File: src/wsfd_pkg.sv
// Shared types and constants for the WebSocket frame decoder.
package wsfd_pkg;

  typedef enum logic [2:0] {
    PH_HDR0    = 3'd0,
    PH_HDR1    = 3'd1,
    PH_EXTLEN  = 3'd2,
    PH_KEY     = 3'd3,
    PH_PAYLOAD = 3'd4
  } phase_e;

  typedef enum logic [2:0] {
    KIND_TEXT       = 3'd0,
    KIND_TEXT_CONT  = 3'd1,
    KIND_BINARY     = 3'd2,
    KIND_BINARY_CONT= 3'd3,
    KIND_PING       = 3'd4,
    KIND_PONG       = 3'd5,
    KIND_ERROR      = 3'd6
  } kind_e;

  localparam logic [3:0] OP_CONT   = 4'h0;
  localparam logic [3:0] OP_TEXT   = 4'h1;
  localparam logic [3:0] OP_BINARY = 4'h2;
  localparam logic [3:0] OP_PING   = 4'h9;
  localparam logic [3:0] OP_PONG   = 4'hA;

  localparam logic [6:0] LEN_EXT16 = 7'd126;
  localparam logic [6:0] LEN_EXT64 = 7'd127;

  // Header byte counts; zero wraps to seven on the first decrement, so it counts eight bytes.
  localparam logic [2:0] EXT16_BYTES = 3'd2;
  localparam logic [2:0] EXT64_BYTES = 3'd0;
  localparam logic [2:0] KEY_BYTES   = 3'd4;

  // One queued request from the parser to the output stage.
  typedef struct packed {
    logic [7:0] data;
    logic [7:0] key_byte;
    logic       mask_en;
    logic       payload_valid;
    logic       frame_end;
    logic       fin;
    logic [3:0] opcode;
  } entry_t;

endpackage

File: src/websocket_frame_decoder.sv
// Top level of the WebSocket frame decoder.
//
// Input channel: one raw stream byte per request on in_byte_i, valid/ready.
// Output channel: at most one result per input byte, valid/ready, with the
// unmasked byte, payload_valid, frame_end, frame_kind and raw_opcode.
// Header bytes give no result, except the last header byte of an empty
// frame, which gives a frame_end result with payload_valid low.
// Throughput: one byte per cycle while the queue has space; the parser handles a
// whole header or payload step, including the 64-bit length countdown, per accepted byte.
// A result passes through the queue and then the output register before it is presented.
// A queue of QUEUE_DEPTH entries sits between the parser and the output
// register; when the receiver stalls, the parser keeps accepting bytes until
// the queue is full, then drops in_ready_o.
// Reset: the parser waits for the first header byte of a frame, the queue
// and the output register are empty.
module websocket_frame_decoder #(
  parameter int unsigned QUEUE_DEPTH = 4
) (
  input  logic       clk_i,
  input  logic       rst_ni,
  input  logic       in_valid_i,
  output logic       in_ready_o,
  input  logic [7:0] in_byte_i,
  output logic       out_valid_o,
  input  logic       out_ready_i,
  output logic [7:0] out_byte_o,
  output logic       payload_valid_o,
  output logic       frame_end_o,
  output logic [2:0] frame_kind_o,
  output logic [3:0] raw_opcode_o
);
  import wsfd_pkg::*;

  logic   space;
  logic   push;
  entry_t push_entry;
  logic   pop;
  logic   head_valid;
  entry_t head_entry;

  wsfd_front u_front (
    .clk_i      (clk_i),
    .rst_ni     (rst_ni),
    .in_valid_i (in_valid_i),
    .in_ready_o (in_ready_o),
    .in_byte_i  (in_byte_i),
    .space_i    (space),
    .push_o     (push),
    .entry_o    (push_entry)
  );

  wsfd_fifo #(
    .Depth (QUEUE_DEPTH)
  ) u_fifo (
    .clk_i   (clk_i),
    .rst_ni  (rst_ni),
    .push_i  (push),
    .entry_i (push_entry),
    .space_o (space),
    .pop_i   (pop),
    .valid_o (head_valid),
    .entry_o (head_entry)
  );

  wsfd_back u_back (
    .clk_i           (clk_i),
    .rst_ni          (rst_ni),
    .valid_i         (head_valid),
    .entry_i         (head_entry),
    .pop_o           (pop),
    .out_valid_o     (out_valid_o),
    .out_ready_i     (out_ready_i),
    .out_byte_o      (out_byte_o),
    .payload_valid_o (payload_valid_o),
    .frame_end_o     (frame_end_o),
    .frame_kind_o    (frame_kind_o),
    .raw_opcode_o    (raw_opcode_o)
  );

endmodule

File: src/wsfd_front.sv
// Header parser: accepts stream bytes and tags results for the output stage.
module wsfd_front (
  input  logic              clk_i,
  input  logic              rst_ni,
  input  logic              in_valid_i,
  output logic              in_ready_o,
  input  logic [7:0]        in_byte_i,
  input  logic              space_i,
  output logic              push_o,
  output wsfd_pkg::entry_t  entry_o
);
  import wsfd_pkg::*;

  phase_e      phase_q, phase_d;
  logic        fin_q, fin_d;
  logic [3:0]  op_q, op_d;
  logic        mask_q, mask_d;
  logic [63:0] len_q, len_d;
  logic [2:0]  cnt_q, cnt_d;
  logic [31:0] key_q, key_d;
  logic [63:0] left_q, left_d;
  logic [1:0]  kidx_q, kidx_d;
  logic        fire;
  logic        len_done;
  logic [63:0] left_n;
  logic [7:0]  key_sel;

  assign in_ready_o = space_i;
  assign fire       = in_valid_i & space_i;

  always_comb begin
    case (kidx_q)
      2'd0:    key_sel = key_q[31:24];
      2'd1:    key_sel = key_q[23:16];
      2'd2:    key_sel = key_q[15:8];
      default: key_sel = key_q[7:0];
    endcase
  end

  always_comb begin
    phase_d  = phase_q;
    fin_d    = fin_q;
    op_d     = op_q;
    mask_d   = mask_q;
    len_d    = len_q;
    cnt_d    = cnt_q;
    key_d    = key_q;
    left_d   = left_q;
    kidx_d   = kidx_q;
    len_done = 1'b0;
    left_n   = left_q;
    push_o   = 1'b0;
    entry_o.data          = 8'd0;
    entry_o.key_byte      = key_sel;
    entry_o.mask_en       = 1'b0;
    entry_o.payload_valid = 1'b0;
    entry_o.frame_end     = 1'b0;
    entry_o.fin           = fin_q;
    entry_o.opcode        = op_q;
    if (fire) begin
      case (phase_q)
        PH_HDR1: begin
          mask_d = in_byte_i[7];
          len_d  = '0;
          if (in_byte_i[6:0] == LEN_EXT16) begin
            phase_d = PH_EXTLEN;
            cnt_d   = EXT16_BYTES;
          end else if (in_byte_i[6:0] == LEN_EXT64) begin
            phase_d = PH_EXTLEN;
            cnt_d   = EXT64_BYTES;
          end else begin
            len_done = 1'b1;
            left_n   = {57'd0, in_byte_i[6:0]};
          end
        end
        PH_EXTLEN: begin
          len_d = {len_q[55:0], in_byte_i};
          cnt_d = cnt_q - 3'd1;
          if (cnt_d == 3'd0) begin
            len_done = 1'b1;
            left_n   = len_d;
          end
        end
        PH_KEY: begin
          key_d = {key_q[23:0], in_byte_i};
          cnt_d = cnt_q - 3'd1;
          if (cnt_d == 3'd0) begin
            if (left_q == 64'd0) begin
              phase_d           = PH_HDR0;
              push_o            = 1'b1;
              entry_o.frame_end = 1'b1;
            end else begin
              phase_d = PH_PAYLOAD;
              kidx_d  = 2'd0;
            end
          end
        end
        PH_PAYLOAD: begin
          kidx_d                = kidx_q + 2'd1;
          left_d                = left_q - 64'd1;
          push_o                = 1'b1;
          entry_o.data          = in_byte_i;
          entry_o.mask_en       = mask_q;
          entry_o.payload_valid = 1'b1;
          if (left_d == 64'd0) begin
            phase_d           = PH_HDR0;
            entry_o.frame_end = 1'b1;
          end
        end
        default: begin
          fin_d   = in_byte_i[7];
          op_d    = in_byte_i[3:0];
          phase_d = PH_HDR1;
        end
      endcase
      if (len_done) begin
        left_d = left_n;
        if (mask_d) begin
          phase_d = PH_KEY;
          cnt_d   = KEY_BYTES;
          key_d   = '0;
        end else if (left_n == 64'd0) begin
          phase_d           = PH_HDR0;
          push_o            = 1'b1;
          entry_o.frame_end = 1'b1;
        end else begin
          phase_d = PH_PAYLOAD;
          kidx_d  = 2'd0;
        end
      end
    end
  end

  always_ff @(posedge clk_i or negedge rst_ni) begin
    if (!rst_ni) begin
      phase_q <= PH_HDR0;
      fin_q   <= 1'b0;
      op_q    <= 4'd0;
      mask_q  <= 1'b0;
      len_q   <= '0;
      cnt_q   <= 3'd0;
      key_q   <= '0;
      left_q  <= '0;
      kidx_q  <= 2'd0;
    end else begin
      phase_q <= phase_d;
      fin_q   <= fin_d;
      op_q    <= op_d;
      mask_q  <= mask_d;
      len_q   <= len_d;
      cnt_q   <= cnt_d;
      key_q   <= key_d;
      left_q  <= left_d;
      kidx_q  <= kidx_d;
    end
  end

endmodule

File: src/wsfd_fifo.sv
// Short request queue between the parser and the output stage.
module wsfd_fifo #(
  parameter int unsigned Depth = 4
) (
  input  logic              clk_i,
  input  logic              rst_ni,
  input  logic              push_i,
  input  wsfd_pkg::entry_t  entry_i,
  output logic              space_o,
  input  logic              pop_i,
  output logic              valid_o,
  output wsfd_pkg::entry_t  entry_o
);
  import wsfd_pkg::*;

  localparam int unsigned AW = (Depth > 1) ? $clog2(Depth) : 1;
  localparam int unsigned CW = $clog2(Depth + 1);

  entry_t          mem_q [Depth];
  logic [AW-1:0]   wptr_q, wptr_d;
  logic [AW-1:0]   rptr_q, rptr_d;
  logic [CW-1:0]   count_q, count_d;
  logic            do_push, do_pop;

  assign space_o = (count_q != CW'(Depth));
  assign valid_o = (count_q != '0);
  assign entry_o = mem_q[rptr_q];
  assign do_push = push_i & space_o;
  assign do_pop  = pop_i & valid_o;

  always_comb begin
    wptr_d  = wptr_q;
    rptr_d  = rptr_q;
    count_d = count_q;
    if (do_push) begin
      wptr_d = (wptr_q == AW'(Depth - 1)) ? '0 : wptr_q + AW'(1);
    end
    if (do_pop) begin
      rptr_d = (rptr_q == AW'(Depth - 1)) ? '0 : rptr_q + AW'(1);
    end
    if (do_push && !do_pop) begin
      count_d = count_q + CW'(1);
    end else if (do_pop && !do_push) begin
      count_d = count_q - CW'(1);
    end
  end

  always_ff @(posedge clk_i or negedge rst_ni) begin
    if (!rst_ni) begin
      wptr_q  <= '0;
      rptr_q  <= '0;
      count_q <= '0;
    end else begin
      wptr_q  <= wptr_d;
      rptr_q  <= rptr_d;
      count_q <= count_d;
    end
  end

  always_ff @(posedge clk_i) begin
    if (do_push) begin
      mem_q[wptr_q] <= entry_i;
    end
  end

endmodule

File: src/wsfd_back.sv
// Output stage: unmasks payload bytes, classifies the frame, holds the result.
module wsfd_back (
  input  logic              clk_i,
  input  logic              rst_ni,
  input  logic              valid_i,
  input  wsfd_pkg::entry_t  entry_i,
  output logic              pop_o,
  output logic              out_valid_o,
  input  logic              out_ready_i,
  output logic [7:0]        out_byte_o,
  output logic              payload_valid_o,
  output logic              frame_end_o,
  output logic [2:0]        frame_kind_o,
  output logic [3:0]        raw_opcode_o
);
  import wsfd_pkg::*;

  logic        valid_q;
  logic [7:0]  byte_q, byte_d;
  logic        pv_q;
  logic        end_q;
  kind_e       kind_q, kind_d;
  logic [3:0]  op_q;

  assign pop_o = valid_i & (~valid_q | out_ready_i);

  always_comb begin
    byte_d = entry_i.mask_en ? (entry_i.data ^ entry_i.key_byte) : entry_i.data;
    case (entry_i.opcode)
      OP_CONT, OP_TEXT: kind_d = entry_i.fin ? KIND_TEXT : KIND_TEXT_CONT;
      OP_BINARY:        kind_d = entry_i.fin ? KIND_BINARY : KIND_BINARY_CONT;
      OP_PING:          kind_d = KIND_PING;
      OP_PONG:          kind_d = KIND_PONG;
      default:          kind_d = KIND_ERROR;
    endcase
  end

  always_ff @(posedge clk_i or negedge rst_ni) begin
    if (!rst_ni) begin
      valid_q <= 1'b0;
    end else if (pop_o) begin
      valid_q <= 1'b1;
    end else if (out_ready_i) begin
      valid_q <= 1'b0;
    end
  end

  always_ff @(posedge clk_i) begin
    if (pop_o) begin
      byte_q <= byte_d;
      pv_q   <= entry_i.payload_valid;
      end_q  <= entry_i.frame_end;
      kind_q <= kind_d;
      op_q   <= entry_i.opcode;
    end
  end

  assign out_valid_o     = valid_q;
  assign out_byte_o      = byte_q;
  assign payload_valid_o = pv_q;
  assign frame_end_o     = end_q;
  assign frame_kind_o    = kind_q;
  assign raw_opcode_o    = op_q;

endmodule
File: config.mk
export PLATFORM = sky130hd
export DESIGN_NAME = websocket_frame_decoder
export DESIGN_NICKNAME = d
export VERILOG_FILES = /design/src/wsfd_pkg.sv /design/src/websocket_frame_decoder.sv /design/src/wsfd_front.sv /design/src/wsfd_fifo.sv /design/src/wsfd_back.sv
export SDC_FILE = /design/constraint.sdc
export NUM_CORES = 1
export LEC_CHECK = 0
export BUFFER_PORTS_ARGS = -buffer_cell sky130_fd_sc_hd__buf_2
export CORE_UTILIZATION = 25
export CTS_CLUSTER_DIAMETER = 120
export DETAILED_ROUTE_END_ITERATION = 8
export HOLD_SLACK_MARGIN = 0.15
export PLACE_DENSITY_LB_ADDON = 0.3
export SLEW_MARGIN = 20
export SYNTH_ARGS = -nofsm -noshare
export SYNTH_HDL_FRONTEND = slang
export SYNTH_HIERARCHICAL = 1
export SYNTH_SLANG_ARGS = --single-unit
export TNS_END_PERCENT = 50
File: constraint.sdc
create_clock -name clk_i -period 3.9 [get_ports clk_i]
set_input_delay 0.39 -clock clk_i [delete_from_list [all_inputs] [get_ports clk_i]]
set_output_delay 0.39 -clock clk_i [all_outputs]
set_load 0.05 [all_outputs]
==> impl_metrics.yaml, run 1 <==
floorplanning:
  start_util_pct: 25.5
  core_um2: 55500
  fp.dieW_um: 240
  die_y_um: 240
  row_count: 86
  ioPinCount: 31
  dieArea_um2: 57700
grt:
  grt_pass1_vias: 10900
  antenna_found_initial: 1
  grt_pass1_wl_mm: 67.3
  grt_overflow_total: 0
  track_usage_pct: 15.1
  grt_start_max_net_pins: 89
yosys:
  async_flop_share_pct: 60.6
  synthAdderAreaFrac_pct: 1.38
  ys_ff_latch: 287
  synth_compound_area_share_pct: 15.2
  avgSynthCellArea_um2: 10.7
  synth-xor-area-share_pct: 2.72
  ys_seq_area_share_pct: 54.7
  synth_fp_nets: 1349
  synth_warnings: 6
  muxShareOfSynthArea_pct: 5.63
  synth_edf_count: 113
  synth-simple-area-share_pct: 16.7
  syn_inst: 1322
  ys_types: 72
  synth_top_family_by_area: "simple AND/OR/NAND/NOR gates"
  ys.flop_type: "dfrtp_1"
  netlist_area_um2: 14200
sta:
  finalCriticalPeriod_ns: 3.72
  setup_viol_count_final: 0
  hold_viol: 0
  final_max_slew_viol_count: 0
  setup_slack_ns: 0.181
  slew_headroom_pct: 26.8
  hold_ws_ns: 0.198
  skew_ns: 0.0194
  rsz0062_at_grt: "true"
  tightestPinTransition_ns: 1.10
  finalCritPeriodShare_pct: 95.4
  max_freq_ghz: 0.269
setup_path:
  critPathLaunchType: "register"
  critical_path_arrival_ns: 4.23
  path_max_fanout: 5
  required_ns: 4.41
  crit_path_end_kind: "register"
  worst-r2r-setup-slack_ns: 0.18
  path_class: "register to register"
pwr:
  swShare_pct: 32.2
  p_leak_nw: 6.62
  p_per_area_nw_per_um2: 569
  power.share.sequential_pct: 39.9
  power_frac_comb_pct: 27.6
  peakVddDrop_mv: 0.359
  intPower_mw: 6.63
  p_total_mw: 9.77
  p_switching_mw: 3.15
  clockPowerShare_pct: 32.6
placement:
  place_hpwl_mm: 30.2
  io_buffers: 30
  dp_cells: 2128
  gp_congestion: 0.909
  post_dp_cell_area_um2: 15900
  pre_cts_slack_ns: -0.0127
routing:
  routed_wl_mm: 43.7
  vias_per_cell: 5.11
  avgRoutedWirePerCell_um: 20.0
  first_pass_iters: 5
  drc: 0
  ant_nets: 0
  drtIter0Drc: 1120
  vias: 11200
clocking:
  path_clk_slew_ns: 0.06
  cts-root-buf: "clkbuf_16"
  cts_buffers: 30
  clk_path_buf_depth: 3
  numClockSinks: 287
  worstSkewPairLatency_ns: 0.59
  cts_tree: "done"
  h-tree-depth: 1
finish:
  final_cell_area_um2: 17200
  fill_cells: 5682
  drive_above_1_share_pct: 19.7
  instances_no_fill: 2190
  nets: 1444
  syn2layout_area_growth_pct: 21.1
job:
  maxCapViolCount: 0
outcome:
  run_status: "completed"
hold_path:
  hp-class: "input port to register"
-- final cells by class --
class / instances / area, um2 / area share (%)
Tap cell: 748 / 936 / 5.45
Inverter: 30 / 113 / 0.656
Multi-Input combinational cell: 914 / 6070 / 35.4
Clock buffer: 44 / 903 / 5.26
Sequential cell: 287 / 7750 / 45.1
Timing Repair Buffer: 154 / 1170 / 6.82
Antenna cell: 2 / 5.00 / 0.0292
Clock inverter: 11 / 216 / 1.26
-- cells by family (layout without fill, tap and decap cells) --
family | after synthesis | in the layout
simple gates | 476 | 476
compound gates | 333 | 333
flops | 287 | 287
buf+inv | 121 | 239
mux | 46 | 46
xor+xnor | 44 | 44
fa+ha+maj | 15 | 15
other cells | 0 | 2
-- layer usage --
layer | track usage (%) | part of all wire [%] | vias to the layer above
met5 | 0 | 0 | -
met1 | 22.1 | 47 | 5613
li1 | - | - | 5110
met3 | 2.37 | 6.7 | 62
met4 | 4.40 | 2.7 | 0
met2 | 22.9 | 44 | 406
-- stage by stage --
| step | util, % | TNS [ns] |
|---|---|---|
| after floorplan | - | 0 |
| after global placement | 28.6 | -0.00306 |
| after detailed placement | 28.6 | -0.0127 |
| after CTS | 30.7 | 0 |
| after global routing | 30.9 | -0.0739 |
| final | 30.9 | 0 |
-- timing repair --
item,CTS,global route
cloned,0,0
endpoints found under the hold margin,88,0
resized for setup,1,16
pin swaps,0,6
hold buffers,3,0
endpoints found under the setup margin,1,81
buffers inserted,0,2
-- synthesized netlist by cell type, types with 7 or more instances --
cell type  instances  area (um2)
edfxtp_1         113        3390
or4_1              9        67.6
xor2_1            17         149
or3_1             12        75.1
o22ai_1           13        81.3
nor3_1            47         235
nand2_1          132         495
a31oi_1            7        43.8
clkbuf_1          72         270
a21oi_1           89         445
nand3_1           17        85.1
dfrtp_1          174        4350
mux4_2            18         405
or2_2             11        68.8
nor2_1           114         428
nor4_1            48         300
a222oi_1           8        80.1
ha_1              14         175
a22o_1            61         534
a22oi_1           19         143
xnor2_1           27         236
mux2_2            12         135
mux2i_1           10         100
nor2b_1            8        50.1
o21ai_0           97         485
nand2b_1          11        68.8
nand4_1           22         138
inv_1             30         113
and2_1            17         106
-- critical path, cell delays in order (launching register included) --
cell and delay (ns):
dfrtp_1 0.39, inv_2 0.11, ha_4 0.14, or4b_4 0.50
or4_4 0.48, nor2_4 0.13, nand3b_1 0.13, nor2_2 0.20
nand2_1 0.07, o21ai_1 0.07, and2_1 0.15, or2_2 0.12
a21boi_4 0.17, ha_2 0.19, inv_1 0.05, fa_2 0.33
xor2_1 0.15, nor2_1 0.11, xor2_1 0.15
-- registers in the layout (all words and copies together), names as in the netlist --
register	flops
u_fifo/wptr_q	2
u_fifo/count_q	3
u_front/key_q	32
u_back/frame_end_o	1
u_fifo/rptr_q	2
u_back/out_valid_o	1
u_front/left_q	64
u_back/payload_valid_o	1
u_front/cnt_q	3
u_front/kidx_q	2
u_back/frame_kind_o	3
u_back/raw_opcode_o	4
u_fifo/mem_q	96
u_back/out_byte_o	8
u_front/len_q	56
u_front/op_q	4
u_front/fin_q	1
u_front/phase_q	3
u_front/mask_q	1
-- power by group through the flow --
stage / Clock (mW) / Combinational [mW] / Sequential [mW]
floorplan: 0 / 1.55 / 4.22
global placement: 0 / 2.66 / 3.94
detailed placement: 0 / 2.67 / 3.96
CTS: 3.27 / 2.68 / 3.90
global route: 3.37 / 2.90 / 3.95
finish: 3.18 / 2.69 / 3.90
-- path summary, 6_finish.rpt --
kind	start	to	cells after the start
setup / recovery	u_front/left_q[0]$_DFFE_PN0P_	u_fifo/count_q[2]$_DFFE_PN0P_	18
hold / removal	in_byte_i[5]	u_front/key_q[5]$_DFFE_PN0P_	3
setup reg to reg	u_front/left_q[0]$_DFFE_PN0P_	u_fifo/count_q[2]$_DFFE_PN0P_	18
hold reg to reg	u_back/out_valid_o$_DFFE_PN0P_	u_back/out_valid_o$_DFFE_PN0P_	2
max in group asynchronous	rst_ni	u_front/len_q[32]$_DFFE_PN0P_	3
min in group asynchronous	rst_ni	u_fifo/rptr_q[0]$_DFFE_PN0P_	2
-- layout by cell type (no fill, tap or decap), drive strengths merged, types with 19 or more instances in the layout --
cell type,Yosys,routed
nor2,114,114
mux4,24,24
edfxtp,113,113
nor4,49,49
nor3,48,48
o21ai,99,99
xnor2,27,27
dfrtp,174,174
clkbuf,72,44
nand4,22,22
a22o,61,61
a21oi,89,89
buf,19,151
a22oi,19,19
nand2,133,133
inv,30,31
No activity file was read; power rests on OpenSTA's default activity.
==> run 2, diff against run 1 <==
CELL_PAD_IN_SITES_DETAIL_PLACEMENT = 1   (was not set)
CELL_PAD_IN_SITES_GLOBAL_PLACEMENT = 1   (was not set)
==> impl_metrics.yaml, run 2 (synthesis results as in run 1) <==
setup_path:
  path_max_fanout: 4
  critical_path_arrival_ns: 4.19
  cp_slowest_cell: "or4_4"
  crit_path_end_kind: "register"
  cp_top_family: "simple AND/OR/NAND/NOR gates"
  slowest_delay_ns: 0.57
  path_class: "register to register"
  critPathLaunchType: "register"
  required_ns: 4.30
  crit_buf_inv: 4
  path_cells: "inv_2 > ha_4 > or4b_4 > or4_4 > buf_6 > nor3_2 > buf_4 > nand4_1 > xnor2_1 > nor4_1 > nand4_1 > nor4_2 > buf_4 > a21o_1"
finish:
  n_antenna_cell: 0
  final_common_cell: "dfrtp_1"
  largest_reg_flops: 96
  largestRegisters: "u_fifo/mem_q x96, u_front/left_q x64, u_front/len_q x56"
  nets: 1469
  regArea_um2: 7750
  drive_above_1_share_pct: 20.9
  multiInputGateArea_um2: 6150
  regMostFlops: "u_fifo/mem_q"
  fill_cells: 6252
  final_core_util_pct: 31.3
  syn2layout_area_growth_pct: 22.6
  instances_no_fill: 2210
  layout_common_cells: "dfrtp_1 (174), buf_4 (134), nand2_1 (132)"
routing:
  routed_wl_mm: 46.5
  vias: 11300
  avgRoutedWirePerCell_um: 21.0
  vias_per_cell: 5.10
  first_pass_iters: 5
  drc: 0
  ant_nets: 0
  drtIter0Drc: 649
sta:
  setup_viol_count_final: 0
  final_max_slew_viol_count: 0
  hold_viol: 0
  max_freq_ghz: 0.264
  slew_headroom_pct: 40.8
  finalCriticalPeriod_ns: 3.79
  rsz0062_at_grt: "true"
  skew_ns: 0.0279
  finalCritPeriodShare_pct: 97.2
  tightestPinTransition_ns: 0.888
placement:
  gp_congestion: 0.883
  dp_cells: 2145
  place_hpwl_mm: 32.0
  io_buffers: 30
clocking:
  worstSkewPairLatency_ns: 0.54
  cts-root-buf: "clkbuf_16"
  cts_tree: "done"
  path_clk_slew_ns: 0.06
  h-tree-depth: 2
  cts_buffers: 36
  clk_path_buf_depth: 3
  numClockSinks: 287
pwr:
  p_per_area_nw_per_um2: 563
  p_leak_nw: 6.80
  peakVddDrop_mv: 0.332
floorplanning:
  fp.dieW_um: 240
  die_y_um: 240
  core_um2: 55500
  ioPinCount: 31
  start_util_pct: 25.5
  dieArea_um2: 57700
  row_count: 86
grt:
  grt_pass1_vias: 11900
  grt_start_max_net_pins: 87
  antenna_found_initial: 1
  grt_overflow_total: 0
  track_usage_pct: 16.4
  grt_pass1_wl_mm: 72.3
outcome:
  run_status: "completed"
hold_path:
  hp-class: "input port to register"
job:
  maxCapViolCount: 0
-- run 2: layout make-up --
cell class	instances	share of cell area [%]
inverters	30	0.648
multi-input cells	914	35.4
flip-flops and latches	287	44.6
well taps	748	5.39
clock buffers	46	5.57
clock inverters	12	0.850
repair buffers	173	7.58
-- run 2: what timing repair did --
action,CTS,global route
endpoints found under the setup margin,5,6
gates resized for setup,8,20
hold endpoints to repair,78,0
setup buffers,2,3
pin swaps,2,18
hold buffers,2,0
-- run 2: path summary, 6_finish.rpt --
check                                                     from                             end  slack [ns]  depth (start not counted)
worst max-delay path             u_front/left_q[0]$_DFFE_PN0P_    u_fifo/mem_q[1][5]$_DFFE_PP_        0.11                         14
worst min-delay path                              in_byte_i[5]    u_front/key_q[5]$_DFFE_PN0P_        0.21                          3
worst max register to register   u_front/left_q[0]$_DFFE_PN0P_    u_fifo/mem_q[1][5]$_DFFE_PP_        0.11                         14
worst min register to register  u_back/out_valid_o$_DFFE_PN0P_  u_back/out_valid_o$_DFFE_PN0P_        0.51                          2
max in group asynchronous                               rst_ni     u_front/op_q[1]$_DFFE_PN0P_        2.50                          3
min in group asynchronous                               rst_ni   u_front/key_q[12]$_DFFE_PN0P_        0.46                          2
-- run 2: report_power, final --
group	internal, mW	switching, mW	total (mW)	leakage (nW)
combinational	1.01	1.65	2.66	2.86
sequential	3.67	0.239	3.91	3.38
clock	1.94	1.27	3.22	0.548
total	6.62	3.16	9.78	6.80
-- run 2: tightest hold or removal path, stage by stage --
cell and delay [ns]:
buf_2 0.18, nand2_1 0.08, a21oi_1 0.06
-- run 2: metrics by stage --
stage               cell area [um2]  power (mW)  hold slack [ns]  setup TNS [ns]  setup slack, ns
global placement              16000        6.59            0.488          -0.557           -0.134
finish                        17400        9.78            0.213               0            0.110
detailed placement            16000        6.64            0.501          -0.810           -0.186
CTS                           17200        9.93            0.181               0          0.00745
floorplan                     14200        5.76           0.0944               0          0.00337
global route                  17400        10.3            0.232         -0.0483          -0.0230
-- run 2: layer usage --
layer,GRT usage (%),part of all wire [%]
met5,0,0
met2,27.7,48
met1,21.7,45
met4,5.17,2.6
met3,2.17,3.7
==> run 3, diff against run 2 <==
clock period = 4.1 ns   (was 3.9 ns; I/O delays follow)
==> impl_metrics.yaml, run 3 (synthesis results as in run 1) <==
outcome:
  run_status: "completed"
sta:
  tightestPinTransition_ns: 0.947
  final_max_slew_viol_count: 0
  slew_headroom_pct: 36.9
  max_freq_ghz: 0.257
  hold_viol: 0
  skew_ns: 0.0177
  setup_viol_count_final: 0
  setup_slack_ns: 0.215
  finalCriticalPeriod_ns: 3.89
  finalCritPeriodShare_pct: 94.8
grt:
  grt_start_max_net_pins: 103
  grt_overflow_total: 0
  grt_pass1_vias: 11700
  track_usage_pct: 16.4
  antenna_found_initial: 0
  grt_pass1_wl_mm: 72.3
floorplanning:
  dieArea_um2: 57700
  start_util_pct: 25.5
  die_y_um: 240
  fp.dieW_um: 240
  row_count: 86
  core_um2: 55500
  ioPinCount: 31
placement:
  io_buffers: 30
  pre_cts_slack_ns: -0.262
  gp_congestion: 0.851
  place_hpwl_mm: 31.9
routing:
  avgRoutedWirePerCell_um: 21.0
  top_layer: "met4"
  drtIter0Drc: 792
  vias: 11200
  vias_per_cell: 5.09
  drc: 0
  ant_nets: 0
  wl_met2_mm: 22.4
  met1Wirelength_mm: 21.2
  first_pass_iters: 5
  wl_met3_mm: 1.61
  routed_wl_mm: 46.1
finish:
  largestRegisters: "u_fifo/mem_q x96, u_front/left_q x64, u_front/len_q x56"
  fill_cells: 6250
  regMostFlops: "u_fifo/mem_q"
  n_antenna_cell: 0
  syn2layout_area_growth_pct: 21.1
  layout_common_cells: "dfrtp_1 (174), nand2_1 (131), buf_4 (113), edfxtp_1 (113), nor2_1 (108)"
  nets: 1445
  final_common_cell: "dfrtp_1"
  drive_above_1_share_pct: 19.1
  largest_reg_flops: 96
setup_path:
  worst-r2r-setup-slack_ns: 0.21
  crit_path_end_kind: "register"
  path_class: "register to register"
  critPathLaunchType: "register"
  critical_path_arrival_ns: 4.28
  required_ns: 4.50
  path_max_fanout: 6
clocking:
  h-tree-depth: 2
  cts_tree: "done"
  path_clk_slew_ns: 0.06
  cts-root-buf: "clkbuf_16"
  worstSkewPairLatency_ns: 0.54
  clk_path_buf_depth: 3
  numClockSinks: 287
  cts_buffers: 35
pwr:
  p_total_mw: 9.39
  peakVddDrop_mv: 0.318
  p_leak_nw: 6.67
  p_per_area_nw_per_um2: 547
job:
  maxCapViolCount: 0
hold_path:
  hp-class: "input port to register"
-- run 3: cell count changes in the layout (fill, tap and decap cells not counted), sizes merged --
cell    delta
buf       -23
bufinv     +1
clkbuf     +5
clkinv     -2
inv        +1
-- run 3: path summary, 6_finish.rpt --
check | startpoint | to | depth (start not counted)
hold / removal | in_byte_i[6] | u_front/key_q[6]$_DFFE_PN0P_ | 3
max in group asynchronous | rst_ni | u_front/left_q[3]$_DFFE_PN0P_ | 3
setup / recovery | u_front/left_q[1]$_DFFE_PN0P_ | u_fifo/mem_q[2][5]$_DFFE_PP_ | 13
setup reg to reg | u_front/left_q[1]$_DFFE_PN0P_ | u_fifo/mem_q[2][5]$_DFFE_PP_ | 13
hold reg to reg | u_back/out_valid_o$_DFFE_PN0P_ | u_back/out_valid_o$_DFFE_PN0P_ | 2
min in group asynchronous | rst_ni | u_front/left_q[38]$_DFFE_PN0P_ | 2
-- run 3: critical path, cell delays in order (launching register included) --
cell and delay [ns]:
dfrtp_1 0.37, inv_1 0.09, ha_2 0.18, or4b_4 0.50, buf_4 0.17, or4_1 0.67
nor4_4 0.36, buf_4 0.23, nand2_1 0.08, xor2_1 0.22, nand4_1 0.14, nor4_2 0.35
buf_4 0.20, a21o_1 0.17
-- run 3: routing by layer --
| layer | vias up | global-route usage, % |
|---|---|---|
| met3 | 61 | 2.38 |
| met1 | 5789 | 21.9 |
| met2 | 189 | 27.6 |
| met4 | 0 | 4.11 |
| li1 | 5112 | - |
| met5 | - | 0 |
-- run 3: repair_timing --
action	CTS	global route
cloned	0	0
pin swaps	0	10
hold endpoints to repair	100	0
endpoints found under the setup margin	6	7
resized for setup	7	17
setup buffers	0	7
hold buffers	2	0
-- run 3: final cells by class --
cell class	instances	area, um2	area share [%]
sequential	287	7750	45.1
clock buffer	51	976	5.68
inverter	30	113	0.656
multi-input combinational	914	6080	35.4
timing repair buffer	150	1130	6.57
tap	748	936	5.45
clock inverter	12	189	1.10
-- run 3: report_power, final --
group | switching (mW) | internal (mW)
registers | 0.199 | 3.49
logic | 1.57 | 0.949
clock network | 1.26 | 1.92
total | 3.03 | 6.36
-- run 3: metrics by stage --
stage               utilization [%]  hold slack (ns)  cell area (um2)  setup TNS (ns)  instances
global route                   30.9            0.253            17200        -0.00520       2192
CTS                            30.7            0.255            17000               0       2185
floorplan                         -            0.114            14200               0       1322
finish                         30.9            0.264            17200               0       2192
global placement               28.5            0.492            15800          -0.974       2120
detailed placement             28.5            0.505            15800           -1.25       2120
